## config.mk

```make
export PLATFORM = sky130hd
export DESIGN_NAME = differential_drive_command_ramp_top
export DESIGN_NICKNAME = d
export VERILOG_FILES = /design/src/hw/rtl/ddcr_pkg.sv /design/src/hw/rtl/ddcr_core.sv /design/src/hw/rtl/differential_drive_command_ramp_top.sv
export SDC_FILE = /design/constraint.sdc
export NUM_CORES = 1
export LEC_CHECK = 0
export BUFFER_PORTS_ARGS = -buffer_cell sky130_fd_sc_hd__buf_2
export CORE_ASPECT_RATIO = 0.6
export CORE_MARGIN = 4
export CORE_UTILIZATION = 40
export DETAILED_ROUTE_END_ITERATION = 16
export PLACE_DENSITY_LB_ADDON = 0.12
export SYNTH_ARGS = -nofsm -noshare
export SYNTH_HDL_FRONTEND = slang
export SYNTH_SLANG_ARGS = --single-unit
export TNS_END_PERCENT = 20
```

## constraint.sdc

```tcl
create_clock -name clk -period 6.5 [get_ports clk]
set_input_delay 0.975 -clock clk [delete_from_list [all_inputs] [get_ports clk]]
set_output_delay 0.975 -clock clk [all_outputs]
set_load 0.02 [all_outputs]
```

## src/hw/rtl/ddcr_pkg.sv

```systemverilog
package ddcr_pkg;

	localparam int SpeedW = 8;
	localparam int AgeW   = 16;
	localparam int CfgW   = 16;
	localparam int CfgIdxW = 3;

	localparam logic [AgeW-1:0] AgeMax = '1;

	// Register indexes of the configuration port.
	localparam logic [CfgIdxW-1:0] CFG_RAMP_INTERVAL = 3'd0;
	localparam logic [CfgIdxW-1:0] CFG_HOLD_TICKS    = 3'd1;
	localparam logic [CfgIdxW-1:0] CFG_RAMP_STEP     = 3'd2;
	localparam logic [CfgIdxW-1:0] CFG_TURN_STEP     = 3'd3;
	localparam logic [CfgIdxW-1:0] CFG_WEAPON_MAX    = 3'd4;
	localparam logic [CfgIdxW-1:0] CFG_DRIVE_MAX     = 3'd5;

	// Register values after reset.
	localparam logic [AgeW-1:0]   RST_RAMP_INTERVAL = 16'd50;
	localparam logic [AgeW-1:0]   RST_HOLD_TICKS    = 16'd200;
	localparam logic [SpeedW-1:0] RST_RAMP_STEP     = 8'd5;
	localparam logic [SpeedW-1:0] RST_TURN_STEP     = 8'd30;
	localparam logic [SpeedW-1:0] RST_WEAPON_MAX    = 8'd180;
	localparam logic [SpeedW-1:0] RST_DRIVE_MAX     = 8'd255;

	typedef enum logic [2:0] {
		OP_TICK       = 3'd0,
		OP_SET_DRIVE  = 3'd1,
		OP_SET_WEAPON = 3'd2,
		OP_BACK       = 3'd3,
		OP_RIGHT      = 3'd4,
		OP_LEFT       = 3'd5,
		OP_STOP       = 3'd6,
		OP_RELEASE    = 3'd7
	} op_t;

	typedef enum logic [1:0] {
		TURN_NONE  = 2'd0,
		TURN_RIGHT = 2'd1,
		TURN_LEFT  = 2'd2
	} turn_dir_t;

	typedef struct packed {
		op_t               operation;
		logic [SpeedW-1:0] value;
	} item_t;

	typedef struct packed {
		logic [SpeedW-1:0] left_speed;
		logic              left_forward;
		logic [SpeedW-1:0] right_speed;
		logic              right_forward;
		logic              motors_halted;
		logic [SpeedW-1:0] weapon_level;
		logic              dial_valid;
		logic [SpeedW-1:0] dial_value;
	} result_t;

	typedef struct packed {
		logic [AgeW-1:0]   ramp_interval_ticks;
		logic [AgeW-1:0]   momentary_hold_ticks;
		logic [SpeedW-1:0] ramp_step;
		logic [SpeedW-1:0] turn_step;
		logic [SpeedW-1:0] weapon_max;
		logic [SpeedW-1:0] drive_max;
	} cfg_t;

	typedef struct packed {
		logic [SpeedW-1:0] base_speed;
		logic [SpeedW-1:0] drive_level;
		logic [SpeedW-1:0] drive_target;
		logic [SpeedW-1:0] weapon_now;
		logic [SpeedW-1:0] weapon_target;
		logic [SpeedW-1:0] turn_amount;
		turn_dir_t         turn_dir;
		logic [SpeedW-1:0] backward_amount;
		logic              halted_flag;
		logic              momentary_flag;
		logic [AgeW-1:0]   press_age;
		logic [AgeW-1:0]   ramp_age;
		logic              weapon_last_flag;
	} state_t;

	// Moves a level one step toward its target without passing it.
	function automatic logic [SpeedW-1:0] move_toward(input logic [SpeedW-1:0] lvl,
			input logic [SpeedW-1:0] tgt, input logic [SpeedW-1:0] step);
		logic [SpeedW-1:0] res;
		if (lvl < tgt) begin
			res = ((tgt - lvl) <= step) ? tgt : lvl + step;
		end else begin
			res = ((lvl - tgt) <= step) ? tgt : lvl - step;
		end
		return res;
	endfunction

endpackage

```

## src/hw/rtl/ddcr_core.sv

```systemverilog
module ddcr_core
	import ddcr_pkg::*;
(
	input  state_t  st,
	input  cfg_t    cfg,
	input  item_t   item,
	output state_t  nxt,
	output result_t res
);

	logic [SpeedW-1:0] dial_value;
	logic              dial_valid;
	logic [SpeedW:0]   turn_sum;
	logic [SpeedW-1:0] reduced;
	logic [AgeW-1:0]   press_inc;
	logic [AgeW-1:0]   ramp_inc;

	always_comb begin
		nxt        = st;
		dial_valid = 1'b0;
		dial_value = '0;
		press_inc  = (st.press_age != AgeMax) ? st.press_age + 1'b1 : st.press_age;
		ramp_inc   = (st.ramp_age != AgeMax) ? st.ramp_age + 1'b1 : st.ramp_age;
		turn_sum   = {1'b0, st.turn_amount} + {1'b0, cfg.turn_step};

		unique case (item.operation)
			OP_TICK: begin
				nxt.press_age = press_inc;
				nxt.ramp_age  = ramp_inc;
				if (st.momentary_flag && (press_inc > cfg.momentary_hold_ticks)) begin
					nxt.turn_dir        = TURN_NONE;
					nxt.turn_amount     = '0;
					nxt.backward_amount = '0;
					nxt.momentary_flag  = 1'b0;
				end
				if (((st.drive_level != st.drive_target) ||
						(st.weapon_now != st.weapon_target)) &&
						(ramp_inc >= cfg.ramp_interval_ticks)) begin
					nxt.drive_level = move_toward(st.drive_level, st.drive_target,
						cfg.ramp_step);
					nxt.weapon_now  = move_toward(st.weapon_now, st.weapon_target,
						cfg.ramp_step);
					nxt.ramp_age    = '0;
					dial_valid      = 1'b1;
					dial_value      = st.weapon_last_flag ? nxt.weapon_now : nxt.drive_level;
				end
			end
			OP_SET_DRIVE: begin
				nxt.halted_flag      = 1'b0;
				nxt.base_speed       = (item.value < cfg.drive_max) ? item.value : cfg.drive_max;
				nxt.drive_target     = nxt.base_speed;
				nxt.weapon_last_flag = 1'b0;
				dial_valid           = 1'b1;
				dial_value           = nxt.base_speed;
			end
			OP_SET_WEAPON: begin
				nxt.weapon_target    = (item.value < cfg.weapon_max) ? item.value :
					cfg.weapon_max;
				nxt.weapon_last_flag = 1'b1;
				dial_valid           = 1'b1;
				dial_value           = nxt.weapon_target;
			end
			OP_BACK: begin
				nxt.halted_flag      = 1'b0;
				nxt.press_age        = '0;
				nxt.momentary_flag   = 1'b1;
				nxt.backward_amount  = st.base_speed;
				nxt.turn_dir         = TURN_NONE;
				nxt.turn_amount      = '0;
				nxt.weapon_last_flag = 1'b0;
				dial_valid           = 1'b1;
				dial_value           = st.base_speed;
			end
			OP_RIGHT, OP_LEFT: begin
				nxt.halted_flag      = 1'b0;
				nxt.press_age        = '0;
				nxt.momentary_flag   = 1'b1;
				nxt.turn_dir         = (item.operation == OP_RIGHT) ? TURN_RIGHT : TURN_LEFT;
				nxt.turn_amount      = (turn_sum < {1'b0, st.base_speed}) ?
					turn_sum[SpeedW-1:0] : st.base_speed;
				nxt.weapon_last_flag = 1'b0;
				dial_valid           = 1'b1;
				dial_value           = st.base_speed - nxt.turn_amount;
			end
			OP_STOP: begin
				nxt.halted_flag      = 1'b1;
				nxt.press_age        = '0;
				nxt.turn_dir         = TURN_NONE;
				nxt.turn_amount      = '0;
				nxt.backward_amount  = '0;
				nxt.momentary_flag   = 1'b0;
				nxt.weapon_last_flag = 1'b0;
				dial_valid           = 1'b1;
			end
			OP_RELEASE: begin
				nxt.halted_flag     = 1'b0;
				nxt.press_age       = '0;
				nxt.turn_dir        = TURN_NONE;
				nxt.turn_amount     = '0;
				nxt.backward_amount = '0;
				nxt.momentary_flag  = 1'b0;
			end
		endcase
	end

	// Wheel commands come from the updated state.
	always_comb begin
		reduced           = (nxt.base_speed > nxt.turn_amount) ?
			nxt.base_speed - nxt.turn_amount : '0;
		res.motors_halted = nxt.halted_flag;
		res.weapon_level  = nxt.weapon_now;
		res.dial_valid    = dial_valid;
		res.dial_value    = dial_value;
		if (nxt.halted_flag) begin
			res.left_speed    = '0;
			res.right_speed   = '0;
			res.left_forward  = 1'b0;
			res.right_forward = 1'b0;
		end else if (nxt.backward_amount != '0) begin
			res.left_speed    = nxt.backward_amount;
			res.right_speed   = nxt.backward_amount;
			res.left_forward  = 1'b0;
			res.right_forward = 1'b0;
		end else begin
			res.left_forward  = 1'b1;
			res.right_forward = 1'b1;
			res.left_speed    = nxt.base_speed;
			res.right_speed   = nxt.base_speed;
			unique case (nxt.turn_dir)
				TURN_RIGHT: res.right_speed = reduced;
				TURN_LEFT:  res.left_speed  = reduced;
				default:    ;
			endcase
		end
	end

endmodule

```

## src/hw/rtl/differential_drive_command_ramp_top.sv

```systemverilog
// Output: a result beat appears in the cycle after its input beat is accepted.
// Throughput: one beat per cycle while in_stall is low; the single update pass
// of the command core feeds the output register directly.
// Reset: arst_n clears all drive, weapon and button state and loads the
// register defaults; no clearing pass is needed.
module differential_drive_command_ramp_top
	import ddcr_pkg::*;
(
	input  logic               clk,
	input  logic               arst_n,

	input  logic               cfg_we,
	input  logic [CfgIdxW-1:0] cfg_index,
	input  logic [CfgW-1:0]    cfg_data,

	input  logic               in_valid,
	output logic               in_stall,
	input  item_t              in_data,

	output logic               out_valid,
	input  logic               out_stall,
	output result_t            out_data
);

	// Configuration registers, to be written only while the block is idle; the block does not enforce this.
	cfg_t cfg_q;

	// Architectural state of the command block.
	state_t  state_q;
	state_t  state_nxt;
	result_t res_nxt;

	// Output register. The input side is held back only while a finished
	// result is still waiting downstream, so a beat can enter every cycle
	// as long as the consumer keeps taking results.
	logic    out_valid_q;
	result_t out_data_q;
	logic    in_take;

	assign in_stall = out_valid_q && out_stall;
	assign in_take  = in_valid && !in_stall;

	always_ff @(posedge clk or negedge arst_n) begin
		if (!arst_n) begin
			cfg_q.ramp_interval_ticks  <= RST_RAMP_INTERVAL;
			cfg_q.momentary_hold_ticks <= RST_HOLD_TICKS;
			cfg_q.ramp_step            <= RST_RAMP_STEP;
			cfg_q.turn_step            <= RST_TURN_STEP;
			cfg_q.weapon_max           <= RST_WEAPON_MAX;
			cfg_q.drive_max            <= RST_DRIVE_MAX;
		end else if (cfg_we) begin
			unique case (cfg_index)
				CFG_RAMP_INTERVAL: cfg_q.ramp_interval_ticks  <= cfg_data;
				CFG_HOLD_TICKS:    cfg_q.momentary_hold_ticks <= cfg_data;
				CFG_RAMP_STEP:     cfg_q.ramp_step  <= cfg_data[SpeedW-1:0];
				CFG_TURN_STEP:     cfg_q.turn_step  <= cfg_data[SpeedW-1:0];
				CFG_WEAPON_MAX:    cfg_q.weapon_max <= cfg_data[SpeedW-1:0];
				CFG_DRIVE_MAX:     cfg_q.drive_max  <= cfg_data[SpeedW-1:0];
				default:           ;
			endcase
		end
	end

	// The core works out the next state and the result of one beat.
	ddcr_core u_core (
		.st   (state_q),
		.cfg  (cfg_q),
		.item (in_data),
		.nxt  (state_nxt),
		.res  (res_nxt)
	);

	always_ff @(posedge clk or negedge arst_n) begin
		if (!arst_n) begin
			state_q <= '0;
		end else if (in_take) begin
			state_q <= state_nxt;
		end
	end

	always_ff @(posedge clk or negedge arst_n) begin
		if (!arst_n) begin
			out_valid_q <= 1'b0;
		end else if (in_take) begin
			out_valid_q <= 1'b1;
		end else if (!out_stall) begin
			out_valid_q <= 1'b0;
		end
	end

	// Payload register needs no reset.
	always_ff @(posedge clk) begin
		if (in_take) begin
			out_data_q <= res_nxt;
		end
	end

	assign out_valid = out_valid_q;
	assign out_data  = out_data_q;

endmodule
```

==> results.py, run 1 <==
metrics = {
    "run_status": {
        "outcome": "finished clean",
    },
    "clocking": {
        "root_buffer": "clkbuf_16",
        "tritoncts": "done",
        "numCtsBuffers": 17,
        "htree_num_levels": 4,
        "clock_path_buffers": 2,
        "clock-sinks": 193,
        "clkLatencyLatePin_ns": 0.46,
        "holdBufCountCts": 0,
        "path_clk_slew_ns": 0.08,
    },
    "run": {
        "drv_cap": 0,
    },
    "layout": {
        "fin_nets": 1885,
        "drive_gt1_frac": 0.137,
        "area_growth_pct": 10.9,
        "antenna-diode-count": 0,
    },
    "die": {
        "start_util": 0.411,
        "die-area_mm2": 0.0398,
        "die-width_um": 255,
        "core_area_mm2": 0.0355,
        "die_y_um": 156,
        "row_count": 53,
        "pin_count": 73,
    },
    "yosys": {
        "synthArstFlopShare": 0.819,
        "netlist_top_cells_area": "dfrtp_1, ha_1, edfxtp_1",
        "ys_types": 80,
        "synth_ff_type": "dfrtp_1",
        "synth_area_per_cell_um2": 9.05,
        "ys_seq_area_frac": 0.344,
        "synth_area_leader_cell": "dfrtp_1",
        "yosysMostFrequentCell": "ha_1",
        "netlist_area_mm2": 0.0146,
        "ys_ff_latch": 193,
        "synthTopCellsByCount": "ha_1, nand2_1, inv_1",
        "ys_warn_count": 0,
        "yosys.area.top_type_share": 0.229,
        "synthCells": 1615,
        "synth_edf_count": 35,
        "syn-num-nets": 1827,
    },
    "worst_setup_path": {
        "crit_path_end_kind": "register",
        "r2r_setup_slack_ns": 0.54,
        "startpoint": "state_q[21]",
        "r2r_cells": 27,
        "startpoint_type": "register",
        "rr_endpoint": "out_data[22]",
        "endpoint": "out_data[22]",
        "reg2reg_from": "state_q[21]",
        "cp_max_fo": 8,
        "path_class": "reg -> reg",
        "cp.arrival_ns": 6.26,
        "cp.required_ns": 6.79,
    },
    "global_routing": {
        "gr-usage-all-layers": 0.225,
        "grt_pass1_vias": 11336,
        "globalRouteMet3Util": 0.0681,
        "use_met2": 0.271,
        "grt_pass1_wl_um": 68800,
        "grt_max_degree": 61,
        "antenna_found_initial": 0,
        "met1_usage": 0.383,
        "grt_remaining_overflow": 0,
        "busiest_layer": "met1",
    },
    "sta": {
        "tightest_slew_ns": 1.19,
        "clock.fmax_ghz": 0.168,
        "period_needed_ns": 5.96,
        "setup_viol_count_final": 0,
        "slew_violations": 0,
        "hold_viol_final": 0,
        "relSlewSlack": 0.202,
        "fin_worst_skew_ns": 0.0172,
        "fin_crit_sh": 0.918,
        "tns_ns": 0,
        "rsz0062_at_grt": "no",
    },
    "detailed_routing": {
        "drtIter0Drc": 1394,
        "routedWlPerCell_um": 20.7,
        "finalWirelength_um": 44500,
        "antenna_left": 0,
        "route.detailed.drc": 0,
        "drt-vias-per-instance": 5.68,
        "num_vias": 12227,
        "drtPass1Iterations": 5,
    },
    "power_and_ir_drop": {
        "total_leakage_power_uw": 0.00759,
        "ir_drop_mv": 0.257,
        "p_per_area_mw_per_mm2": 402,
        "p_total_uw": 6520,
    },
    "placement": {
        "dp_hpwl_um": 34900,
        "port_buffers": 72,
        "gp_congestion": 0.929,
    },
    "hold_path": {
        "hp-class": "in -> async",
    },
}
-- final cells by class --
| type | instances | area [um2] |
|---|---|---|
| tap | 467 | 584 |
| sequential | 193 | 5040 |
| timing repair buffer | 102 | 592 |
| multi-input combinational | 1223 | 8860 |
| clock buffer | 19 | 464 |
| clock inverter | 13 | 161 |
| fill | 3489 | 19300 |
| inverter | 136 | 510 |
-- layout by cell type (no fill, tap or decap), types with 18 or more instances in the layout --
| cell type | count |
|---|---|
| nor2b_1 | 24 |
| edfxtp_1 | 35 |
| mux2_2 | 41 |
| inv_1 | 134 |
| nand4_1 | 26 |
| clkbuf_16 | 18 |
| xor2_1 | 26 |
| nand2_1 | 160 |
| buf_2 | 71 |
| dfrtp_1 | 133 |
| nor2_1 | 110 |
| ha_1 | 165 |
| nand3_1 | 24 |
| o21ai_0 | 131 |
| a21oi_1 | 102 |
| mux2i_1 | 36 |
| o21a_1 | 21 |
| buf_4 | 30 |
| xnor2_1 | 48 |
| nand2b_1 | 20 |
| a22o_1 | 21 |
| a21o_1 | 41 |
| dfstp_2 | 24 |
-- per-layer routing --
metal  vias to the layer above  share of wire
met5                         -              0
met4                         0         0.0066
met3                        15          0.095
met2                       448           0.36
met1                      5903           0.54
li1                       5861              -
-- worst min path at each step --
stage	from	end	slack (ns)	cells past startpoint
after detailed placement	state_q[43]	state_q[43]	0.48	2
after global placement	state_q[34]	state_q[34]	0.47	2
after global routing	arst_n	state_q[24]	0.50	1
after CTS	arst_n	state_q[31]	0.48	1
final	arst_n	state_q[27]	0.47	1
after floorplan	state_q[40]	state_q[40]	0.45	2
-- cells by family after synthesis --
logic type / after synthesis / synth area share
AO/OA/AOI/OAI: 457 / 0.205
flip-flops: 193 / 0.344
XOR/XNOR: 75 / 0.0459
multiplexers: 77 / 0.0562
AND/OR/NAND/NOR: 437 / 0.140
buffers and inverters: 199 / 0.0514
adder cells (fa/ha/maj): 177 / 0.157
-- registers in the layout, summed over array words and instances, names as in the netlist --
| register | flops |
|---|---|
| out_data | 35 |
| cfg_q | 64 |
| out_valid | 1 |
| state_q | 93 |
-- critical path, cell delays in order (launching register included) --
cell      delay (ns)
dfrtp_2         0.41
nand2_1         0.09
nor2_2          0.15
and2_4          0.17
nand3_1         0.12
or3_4           0.41
and4_2          0.32
nand3_1         0.13
xnor2_1         0.08
ha_1            0.30
nand4_1         0.15
a2111o_1        0.33
a41oi_2         0.25
a21oi_2         0.12
nand2_1         0.07
o21ai_0         0.11
ha_2            0.24
fa_1            0.40
nor2b_1         0.12
o21ai_0         0.11
a21boi_1        0.19
o21ai_0         0.13
a21boi_1        0.22
o22ai_1         0.13
and2b_2         0.27
nand2_1         0.07
or4_1           0.53
a31oi_1         0.18
-- where the power goes --
part	switching (uW)	leakage [uW]	internal, uW
Sequential	201	0.00230	1480
Clock	552	0.000310	586
Combinational	2250	0.00499	1450
Total	3010	0.00759	3520
-- metrics by stage --
step	utilization	instance area, um2	instances	hold slack, ns	worst slack, ns
2_1_floorplan	-	14600	1615	0.448	0.506
3_3_place_gp	0.438	15600	2120	0.465	0.364
3_5_place_dp	0.438	15600	2120	0.480	0.146
4_1_cts	0.455	16200	2152	0.482	0.102
5_1_grt	0.456	16200	2153	0.497	0.0313
6_report	0.456	16200	2153	0.471	0.536
-- what timing repair did --
action,4_1_cts,5_1_grt
setup endpoints to repair,0,16
resized for setup,0,12
buffers inserted,0,1
Power figures use the tool's default switching activity.
==> run 2, diff against run 1 <==
GPL_TIMING_DRIVEN = 0   (was unset)
==> run 2 against run 1 <==
  * Worst hold slack worse by 0.0076 ns
  * Design area rose by 1.3%
  * Critical path depth grew 1
  * Register-to-register slack got worse by 0.19 ns
  * First-iteration DRC count shrank 29%
  * Clock skew increased by 0.0030 ns
  * Via count increased by 3.2%
  * Clock power decreased by 5%
  * Count of clock-buffer cells in the layout is 3 higher
  * Utilization is 0.58 points higher
  * Largest power group unchanged
==> results.py, run 2 (synthesized netlist as in run 1, its figures left out) <==
metrics = {
    "run_status": {
        "outcome": "finished clean",
    },
    "clocking": {
        "tritoncts": "done",
        "root_buffer": "clkbuf_16",
        "clock_path_buffers": 2,
        "clkLatencyLatePin_ns": 0.46,
        "holdBufCountCts": 0,
        "clock-sinks": 193,
        "path_clk_slew_ns": 0.07,
        "numCtsBuffers": 17,
        "htree_num_levels": 4,
    },
    "power_and_ir_drop": {
        "ir_drop_mv": 0.302,
        "p_per_area_mw_per_mm2": 396,
        "total_leakage_power_uw": 0.00763,
    },
    "placement": {
        "dp_hpwl_um": 37200,
        "dp.cells": 2155,
        "port_buffers": 71,
        "gp_congestion": 0.963,
        "detailed_place.area_mm2": 0.0156,
    },
    "detailed_routing": {
        "routedWlPerCell_um": 21.5,
        "num_vias": 12623,
        "drtPass1Iterations": 5,
        "antenna_left": 0,
        "route.detailed.drc": 0,
        "finalWirelength_um": 47200,
        "drt-vias-per-instance": 5.74,
        "drtIter0Drc": 990,
    },
    "hold_path": {
        "hp-class": "in -> async",
    },
    "worst_setup_path": {
        "startpoint_type": "register",
        "startpoint": "state_q[20]",
        "cp.arrival_ns": 6.45,
        "r2r_cells": 28,
        "r2r_setup_slack_ns": 0.34,
        "endpoint": "out_data[31]",
        "reg2reg_from": "state_q[20]",
        "path_common_cell": "nand2_1",
        "crit_path_end_kind": "register",
        "cp.required_ns": 6.79,
        "cp_max_fo": 10,
        "path_class": "reg -> reg",
        "cp_slowest_cell": "or4b_1",
        "rr_endpoint": "out_data[31]",
        "critical-path-max-stage-delay_ns": 0.54,
    },
    "die": {
        "die_y_um": 156,
        "start_util": 0.411,
        "die-width_um": 255,
        "pin_count": 73,
        "core_area_mm2": 0.0355,
        "row_count": 53,
        "die-area_mm2": 0.0398,
    },
    "layout": {
        "area_growth_pct": 12.3,
        "top_register": "state_q",
        "utilization": 0.462,
        "largest_reg_flops": 93,
        "fin_nets": 1932,
        "antenna-diode-count": 0,
        "layout.cells.non_filler": 2200,
        "drive_gt1_frac": 0.133,
        "nFillCells": 3482,
        "layout_commonest_cell": "ha_1",
        "final_cell_mix": "ha_1, nand2_1, inv_1",
        "final_cell_area_mm2": 0.0164,
    },
    "global_routing": {
        "antenna_found_initial": 0,
        "grt_pass1_vias": 11859,
        "gr-usage-all-layers": 0.238,
        "grt_remaining_overflow": 0,
        "grt_pass1_wl_um": 72000,
        "grt_max_degree": 92,
    },
    "sta": {
        "fin_worst_skew_ns": 0.0202,
        "period_needed_ns": 6.16,
        "hold_viol_final": 0,
        "fin_crit_sh": 0.947,
        "setup_viol_count_final": 0,
        "tightest_slew_ns": 1.05,
        "slew_violations": 0,
        "relSlewSlack": 0.295,
        "clock.fmax_ghz": 0.162,
        "rsz0062_at_grt": "no",
    },
    "run": {
        "drv_cap": 0,
    },
}
[run 2: cell count changes in the layout (fill, tap and decap cells not counted), moves of 3 or more]
cell / previous run / this run
clkbuf_2: 0 / 4
clkinv_8: 3 / 0
buf_4: 30 / 16
clkbuf_1: 0 / 53
buf_1: 0 / 3
[run 2: area by class of cell]
class                           instances  area [um2]  area share
Clock buffer                           22         497      0.0303
Sequential cell                       193        5040       0.307
Inverter                              136         510      0.0311
Multi-Input combinational cell       1223        8930       0.544
Clock inverter                         10        87.6     0.00533
Timing Repair Buffer                   87         518      0.0316
Tap cell                              467         584      0.0356
Buffer                                 62         253      0.0154
[run 2: how the worst min path moves through the flow]
stage | to | startpoint | slack (ns)
2_1_floorplan | state_q[40] | state_q[40] | 0.45
3_3_place_gp | state_q[43] | state_q[43] | 0.47
3_5_place_dp | state_q[40] | state_q[40] | 0.47
4_1_cts | state_q[38] | arst_n | 0.49
5_1_grt | state_q[31] | arst_n | 0.49
6_report | state_q[31] | arst_n | 0.46
[run 2: critical path: cells and delay by family, from the launching register on]
family / cells / cell delay [ns]
compound gates: 11 / 1.86
flops: 1 / 0.43
fa+ha+maj: 3 / 0.87
buf+inv: 2 / 0.37
mux: 1 / 0.33
simple gates: 11 / 2.11
[run 2: layer usage]
layer / up-vias / global-route usage / wire, um
li1: 5955 / - / -
met1: 6173 / 0.396 / 25200
met2: 455 / 0.292 / 17100
met3: 40 / 0.0686 / 4240
met4: 0 / 0.0496 / 625
met5: - / 0 / 0
[run 2: report_power, final]
group          switching, uW  internal [uW]
combinational           2270           1460
clock                    524            559
sequential               200           1480
total                   3000           3500
[run 2: repair_timing]
| action | 4_1_cts | 5_1_grt |
|---|---|---|
| setup buffers | 6 | 7 |
| pin swaps | 6 | 9 |
| setup endpoints to repair | 16 | 43 |
| cloned | 0 | 0 |
| resized for setup | 12 | 30 |
[run 2: through the flow]
| step | setup slack (ns) | setup TNS (ns) | power, uW | hold WS [ns] |
|---|---|---|---|---|
| 2_1_floorplan | 0.506 | 0 | 4220 | 0.448 |
| 3_3_place_gp | -0.697 | -6.31 | 5180 | 0.473 |
| 4_1_cts | 0.00365 | 0 | 6390 | 0.493 |
| 5_1_grt | 0.00392 | 0 | 6980 | 0.491 |
| 3_5_place_dp | -0.794 | -8.35 | 5240 | 0.471 |
| 6_report | 0.344 | 0 | 6500 | 0.463 |
